<file path="src/design/pbrt_pkg.sv">
// Shared types and constants of the packet block receive tracker.
package pbrt_pkg;

  localparam int ID_W    = 63;
  localparam int SIZE_W  = 11;
  localparam int CNT_W   = 11;
  localparam int WIN_W   = 10;
  localparam int EPOCH_W = 8;

  localparam logic [SIZE_W-1:0] SIZE_RESET = 11'd1024;
  localparam logic [CNT_W-1:0]  CNT_MAX    = 11'd2047;

  localparam logic [1:0] KIND_MARK    = 2'd0;
  localparam logic [1:0] KIND_RESTART = 2'd2;

  typedef struct packed {
    logic [1:0]      kind;
    logic [ID_W-1:0] packet_id;
    logic            ack_any;
  } item_t;

  typedef struct packed {
    logic             prior_bit;
    logic             in_block;
    logic             is_full;
    logic [CNT_W-1:0] received_count;
    logic [ID_W-1:0]  current_block_start;
    logic [WIN_W-1:0] current_window_start;
  } result_t;

endpackage

</file>
<file path="src/design/pbrt_div.sv">
// Bit-serial restoring divider that yields the remainder of a packet id by the block size.
module pbrt_div (
  input  logic                        clk,
  input  logic                        rst,
  input  logic                        start,
  input  logic [pbrt_pkg::ID_W-1:0]   dividend,
  input  logic [pbrt_pkg::SIZE_W-1:0] divisor,
  output logic                        done,
  output logic [pbrt_pkg::SIZE_W-1:0] remainder
);

  localparam int STEP_W = $clog2(pbrt_pkg::ID_W);
  localparam logic [STEP_W-1:0] LAST_STEP = STEP_W'(pbrt_pkg::ID_W - 1);

  logic                        busy;
  logic [STEP_W-1:0]           step;
  logic [pbrt_pkg::ID_W-1:0]   dvd;
  logic [pbrt_pkg::SIZE_W:0]   trial;
  logic                        fits;

  assign trial = {remainder, dvd[pbrt_pkg::ID_W-1]};
  assign fits  = trial >= {1'b0, divisor};
  assign done  = busy && (step == LAST_STEP);

  always_ff @(posedge clk) begin
    if (rst) begin
      busy <= 1'b0;
      step <= '0;
    end else if (start) begin
      busy <= 1'b1;
      step <= '0;
    end else if (busy) begin
      step <= step + 1'b1;
      if (step == LAST_STEP) begin
        busy <= 1'b0;
      end
    end
  end

  always_ff @(posedge clk) begin
    if (start) begin
      dvd       <= dividend;
      remainder <= '0;
    end else if (busy) begin
      dvd       <= {dvd[pbrt_pkg::ID_W-2:0], 1'b0};
      remainder <= fits ? pbrt_pkg::SIZE_W'(trial - {1'b0, divisor})
                        : trial[pbrt_pkg::SIZE_W-1:0];
    end
  end

endmodule

</file>
<file path="config.mk">
export PLATFORM = sky130hd
export DESIGN_NAME = pbrt_div
export DESIGN_NICKNAME = d
export VERILOG_FILES = /design/src/design/pbrt_pkg.sv /design/src/design/pbrt_div.sv
export SDC_FILE = /design/constraint.sdc
export NUM_CORES = 1
export LEC_CHECK = 0
export CAP_MARGIN = 20
export CORE_ASPECT_RATIO = 1.25
export CORE_MARGIN = 3
export CORE_UTILIZATION = 30
export CTS_CLUSTER_SIZE = 20
export DETAILED_ROUTE_END_ITERATION = 6
export DONT_BUFFER_PORTS = 1
export HOLD_SLACK_MARGIN = 0.03
export PLACE_DENSITY_LB_ADDON = 0.12
export SLEW_MARGIN = 40
export SYNTH_ARGS = -nofsm -noshare
export SYNTH_HDL_FRONTEND = slang
export SYNTH_SLANG_ARGS = --single-unit
</file>
<file path="constraint.sdc">
create_clock -name clk -period 4.5 [get_ports clk]
set_clock_uncertainty 0.2 [all_clocks]
set_input_delay 0.45 -clock clk [delete_from_list [all_inputs] [get_ports clk]]
set_output_delay 0.45 -clock clk [all_outputs]
set_load 0.01 [all_outputs]
</file>
==> results of run 1 <==
[final cells by class]
type                       instances  area share (%)
clock buffer                      12           5.285
sequential                        81           50.34
multi-input combinational        198           36.38
clock inverter                     4           1.202
inverter                          17           1.482
timing repair buffer               3          0.6152
tap                              168           4.698
[final timing paths]
kind	from	to	slack, ns	cells after the start
worst min-delay path	start	busy	0.06	2
worst max register to register	remainder[0]	remainder[6]	1.55	8
worst max-delay path	remainder[0]	remainder[6]	1.55	8
worst min register to register	step[5]	step[5]	0.30	2
[flip-flops by register name, summed over array words and instances (netlist names)]
register and count:
remainder 11, dvd 63, busy 1, step 6
[cells by family after synthesis]
family	Yosys count	synth area share [%]
DFF	81	56.44
buffers and inverters	28	2.822
AOI/OAI and AO/OA	52	8.749
muxes	65	18.31
adders and majority gates	14	4.578
xor gates and xnor gates	8	1.756
and+or+nand+nor	59	7.337
[power by group through the flow]
stage / Combinational [mW] / Clock [mW] / Sequential (mW)
after floorplan: 0.140 / 0 / 0.919
after global placement: 0.158 / 0 / 0.928
after detailed placement: 0.160 / 0 / 0.929
after CTS: 0.163 / 0.756 / 0.914
after global routing: 0.178 / 0.787 / 0.920
final: 0.160 / 0.732 / 0.912
[per-stage QoR]
step / total power, mW / instances / area (µm²) / setup WS (ns)
after floorplan: 1.059 / 307 / 3990 / 1.653
after global placement: 1.086 / 465 / 4159 / 1.599
after detailed placement: 1.089 / 465 / 4164 / 1.508
after CTS: 1.832 / 483 / 4474 / 1.545
after global routing: 1.886 / 483 / 4474 / 1.362
final: 1.804 / 483 / 4474 / 1.551
[what timing repair did]
item / CTS / global route
buffers inserted: 0 / 0
hold buffers: 2 / 0
endpoints found under the hold margin: 3 / 0
[placed cells by master (no fill, tap or decap), drive strengths merged, types with 2 or more instances in the layout]
cell / count
or3: 3
dfxtp: 18
clkbuf: 12
nor3: 4
and2: 2
edfxtp: 63
nand2: 14
nand2b: 3
a22o: 3
a21oi: 14
a211oi: 3
o21a: 4
and3: 2
nor2: 20
dlygate4sd3: 2
inv: 18
ha: 13
clkinvlp: 2
xor2: 4
nor2b: 2
xnor2: 4
o21ai: 15
a21o: 2
mux2: 64
nand4: 4
[per-layer routing]
layer,up-vias,track usage [%]
met4,4,4.772
met2,77,20.36
met3,16,5.452
li1,1149,-
met1,1169,13.18
met5,-,0
==> impl_metrics.env, run 1 <==
export IMPL_dieHeight_um=134.9
export IMPL_utilization_pct=34.86
export IMPL_root_buffer="clkbuf_16"
export IMPL_seq_area_mm2=0.002252
export IMPL_fin_crit_sh_pct=65.54
export IMPL_worstMarginPinSlew_ns=0.5881
export IMPL_synth_top_area_share_pct=47.41
export IMPL_arrival_ns=2.99
export IMPL_crit_required_ns=4.54
export IMPL_multi_input_area_mm2=0.001628
export IMPL_clock_power_share_pct=40.6
export IMPL_syn_nets=398
export IMPL_rsz0062_at_grt="no"
export IMPL_cp_start_kind="flop"
export IMPL_p_comb_share_pct=8.9
export IMPL_leakage_nw=1.624
export IMPL_ys_ff_latch=81
export IMPL_p_per_area_mw_per_mm2=403.2
export IMPL_numCtsBuffers=9
export IMPL_clk_latency_ns=0.33
export IMPL_path_delay_family="simple AND/OR/NAND/NOR gates"
export IMPL_hold_viol=0
export IMPL_synth_edf_count=63
export IMPL_critPathKind="flop to flop"
export IMPL_topRoutingLayerUsed="met5"
export IMPL_postSynthCellCount=307
export IMPL_viasPerCell=5.000
export IMPL_synth_common_cells="mux2_2, edfxtp_1, nor2_1"
export IMPL_yosys_area_top_type="edfxtp_1"
export IMPL_slowest_delay_ns=0.46
export IMPL_placement_io_buffers=0
export IMPL_synth_most_common_cell="mux2_2"
export IMPL_drive_above_1_share_pct=27.30
export IMPL_cts_sinks=81
export IMPL_hold_slack_ns=0.05760
export IMPL_wl_per_cell_um=17.77
export IMPL_fin_setup_tns_ns=0
export IMPL_status="finished clean"
export IMPL_path_max_fanout=8
export IMPL_synth_ff_type="edfxtp_1"
export IMPL_grt_total_usage_pct=12.10
export IMPL_max_cap_violations=0
export IMPL_area_growth_pct=12.14
export IMPL_grt_pass1_wl_um=13450
export IMPL_place_congestion=0.8303
export IMPL_fp_coreArea_mm2=0.01283
export IMPL_crit_slowest_cell="dfxtp_1"
export IMPL_tritoncts="done"
export IMPL_cts_htree_levels=3
export IMPL_fmax_mhz=339.1
export IMPL_dr_total_vias=2415
export IMPL_yosys_warnings=0
export IMPL_die_x_um=109.2
export IMPL_grt_max_degree=70
export IMPL_syn_area_per_cell_um2=13.00
export IMPL_final_fill_count=1273
export IMPL_end_kind="flop"
export IMPL_die_area_mm2=0.01473
export IMPL_pwr_share_seq_pct=50.6
export IMPL_nets=401
export IMPL_wl_met3_um=709
export IMPL_swShare_pct=22.17
export IMPL_setup_violations=0
export IMPL_peakVddDrop_mv=0.1642
export IMPL_relSlewSlack_pct=60.75
export IMPL_ys_types=44
export IMPL_grt_pass1_vias=2596
export IMPL_intPower_mw=1.404
export IMPL_fin_crit_ns=2.949
export IMPL_netlist_top_cells_area="edfxtp_1, mux2_2, dfxtp_1, ha_1, nor2_1"
export IMPL_drt_pass1_iter_count=4
export IMPL_met2_length_um=4333
export IMPL_first_iter_violations=116
export IMPL_wl_met1_um=3356
export IMPL_wirelength_um=8582
export IMPL_postCtsResizedCells=0
export IMPL_clk_pin_slew_ns=0.06
export IMPL_antenna_found_initial=2
export IMPL_crit_buf_inv=1
export IMPL_start_util_pct=31.09
export IMPL_switching_power_uw=400.0
export IMPL_drc_errors=0
export IMPL_crit_chain="inv_1 > fa_1 > nand2b_2 > o2bb2ai_2 > a211o_1 > and2_1 > or3b_1 > a311oi_2"
export IMPL_overflow=0
export IMPL_ys_async_sr_fraction_pct=0
export IMPL_ys_seq_area_share_pct=56.44
export IMPL_diodes=0
export IMPL_holdCritPathClass="primary input to flop"
export IMPL_fp_row_count=46
export IMPL_clk_path_buf_depth=2
export IMPL_drv_slew=0
export IMPL_synthesis_area_mm2=0.003990
export IMPL_io_pins=89
export IMPL_ant_nets=0
export IMPL_dp_hpwl_um=6041
Power figures use the tool's default switching activity.
==> run 2, diff against run 1 <==
Clock period 4.5 ns to 2.71 ns, I/O delays scaled along.
==> run 2 against run 1 <==
Sequential cell count is the same. Wire length up 2.4%. Sequential power up 66%. Utilization up 5.9 points. Cell count grew 16%. Register-to-register slack lost 1.5 ns. Critical path type unchanged.
==> impl_metrics.env, run 2 (same netlist as run 1, synthesis figures left out) <==
export IMPL_crit_slowest_cell="or3b_1"
export IMPL_holdCritPathClass="primary input to flop"
export IMPL_die_x_um=109.2
export IMPL_post_cts_buffers=0
export IMPL_clk_path_buf_depth=2
export IMPL_crit_required_ns=2.75
export IMPL_final_fill_count=1233
export IMPL_place_area_mm2=0.004272
export IMPL_clk_pin_slew_ns=0.06
export IMPL_crit_chain="inv_1 > ha_1 > fa_2 > nand2b_4 > o2bb2ai_2 > a211o_1 > and2_1 > or3b_1 > a311oi_2"
export IMPL_critPathKind="flop to flop"
export IMPL_wl_per_cell_um=15.64
export IMPL_start_util_pct=31.09
export IMPL_cts_sinks=81
export IMPL_placement_io_buffers=0
export IMPL_numCtsBuffers=9
export IMPL_slowest_delay_ns=0.38
export IMPL_cts_htree_levels=3
export IMPL_grt_total_usage_pct=12.37
export IMPL_peakVddDrop_mv=0.3072
export IMPL_crit_end="remainder[6]"
export IMPL_ant_nets=0
export IMPL_root_buffer="clkbuf_16"
export IMPL_cts_hold_buf=66
export IMPL_reg2reg_depth=9
export IMPL_rsz0062_at_grt="no"
export IMPL_fmax_mhz=381.4
export IMPL_drc_errors=0
export IMPL_postCtsResizedCells=0
export IMPL_reg_top3="dvd: 63 flops, remainder: 11 flops, step: 6 flops"
export IMPL_grt_max_degree=67
export IMPL_drv_slew=0
export IMPL_setup_violations=0
export IMPL_grt_pass1_wl_um=14040
export IMPL_area_growth_pct=30.98
export IMPL_die_area_mm2=0.01473
export IMPL_largest_register="dvd"
export IMPL_fin_crit_sh_pct=96.76
export IMPL_cp_start_kind="flop"
export IMPL_antenna_found_initial=1
export IMPL_fp_coreArea_mm2=0.01283
export IMPL_hold_viol=0
export IMPL_tritoncts="done"
export IMPL_fin_crit_ns=2.622
export IMPL_relSlewSlack_pct=60.42
export IMPL_final_cell_mix="dlygate4sd3_1, mux2_2, edfxtp_1"
export IMPL_io_pins=89
export IMPL_viasPerCell=4.694
export IMPL_critical_path_startpoint="dvd[62]"
export IMPL_r2r_start="dvd[62]"
export IMPL_dr_total_vias=2638
export IMPL_reg2reg_slack_ns=0.09
export IMPL_fp_row_count=46
export IMPL_drive_above_1_share_pct=26.21
export IMPL_rr_endpoint="remainder[6]"
export IMPL_arrival_ns=2.67
export IMPL_status="finished clean"
export IMPL_drt_pass1_iter_count=4
export IMPL_largest_register_ffs=63
export IMPL_worstMarginPinSlew_ns=0.5937
export IMPL_dieHeight_um=134.9
export IMPL_wirelength_um=8787
export IMPL_grt_pass1_vias=2757
export IMPL_dp_hpwl_um=5970
export IMPL_first_iter_violations=122
export IMPL_final_common_cell="dlygate4sd3_1"
export IMPL_clk_latency_ns=0.33
export IMPL_p_per_area_mw_per_mm2=575.9
export IMPL_fin_setup_tns_ns=0
export IMPL_fin_area_mm2=0.005226
export IMPL_overflow=0
export IMPL_place_congestion=0.8540
export IMPL_nets=479
export IMPL_path_max_fanout=3
export IMPL_max_cap_violations=0
export IMPL_end_kind="flop"
export IMPL_leakage_nw=1.969
==> run 2: cell count changes in the layout (fill, tap and decap cells not counted), moves of 2 or more <==
cell,delta
dlygate4sd3_1,+63
buf_4,+13
clkbuf_1,-3
clkinv_2,+2
==> run 2: final cells by class <==
class                   count  area [µm²]  share of cell area, %
flip-flops and latches     81        2252                  43.09
multi-input cells         198        1633                  31.24
repair buffers             81       794.5                  15.20
clock buffers               9       225.2                  4.309
well taps                 168       210.2                  4.022
inverters                  17       63.81                  1.221
clock inverters             7       45.04                 0.8619
diodes                      1       2.502                0.04788
==> run 2: critical path: cells and delay by family (launching register included) <==
| kind | cells | cell delay [ns] |
|---|---|---|
| AO/OA/AOI/OAI | 3 | 0.70 |
| AND/OR/NAND/NOR | 3 | 0.69 |
| adder cells (fa/ha/maj) | 2 | 0.57 |
| flip-flops | 1 | 0.34 |
| buffers and inverters | 1 | 0.05 |
==> run 2: per-layer routing <==
layer	up-vias	share of wire [%]	global-route usage, %
li1	1309	-	-
met1	1259	43	14.83
met2	61	51	21.11
met3	9	4.8	3.348
met4	0	1.7	4.421
met5	-	0	0
==> run 2: worst min-delay path by stage <==
stage           from            to  slack (ns)  cells after the start
3_5_place_dp     rst          busy        0.15                      1
5_1_grt        start  remainder[8]        0.06                      3
3_3_place_gp     rst          busy        0.15                      1
2_1_floorplan    rst          busy        0.14                      1
6_report       start  remainder[8]        0.06                      3
4_1_cts        start  remainder[8]        0.05                      3
==> run 2: power breakdown <==
| group | leakage [nW] | switching [mW] | internal (mW) |
|---|---|---|---|
| Clock | 0.125 | 0.502 | 0.617 |
| Combinational | 1.06 | 0.168 | 0.217 |
| Sequential | 0.780 | 0.0324 | 1.47 |
==> run 2: stage by stage <==
stage	power, mW	instances	worst slack [ns]	utilization (%)	hold WS (ns)
5_1_grt	3.157	562	0.001428	40.72	0.06327
4_1_cts	3.066	561	0.06739	40.67	0.05388
2_1_floorplan	1.762	307	0.01058	-	0.1434
3_5_place_dp	1.825	479	0.07975	33.28	0.1482
3_3_place_gp	1.822	479	0.1184	33.28	0.1482
6_report	3.010	562	0.08784	40.72	0.06434
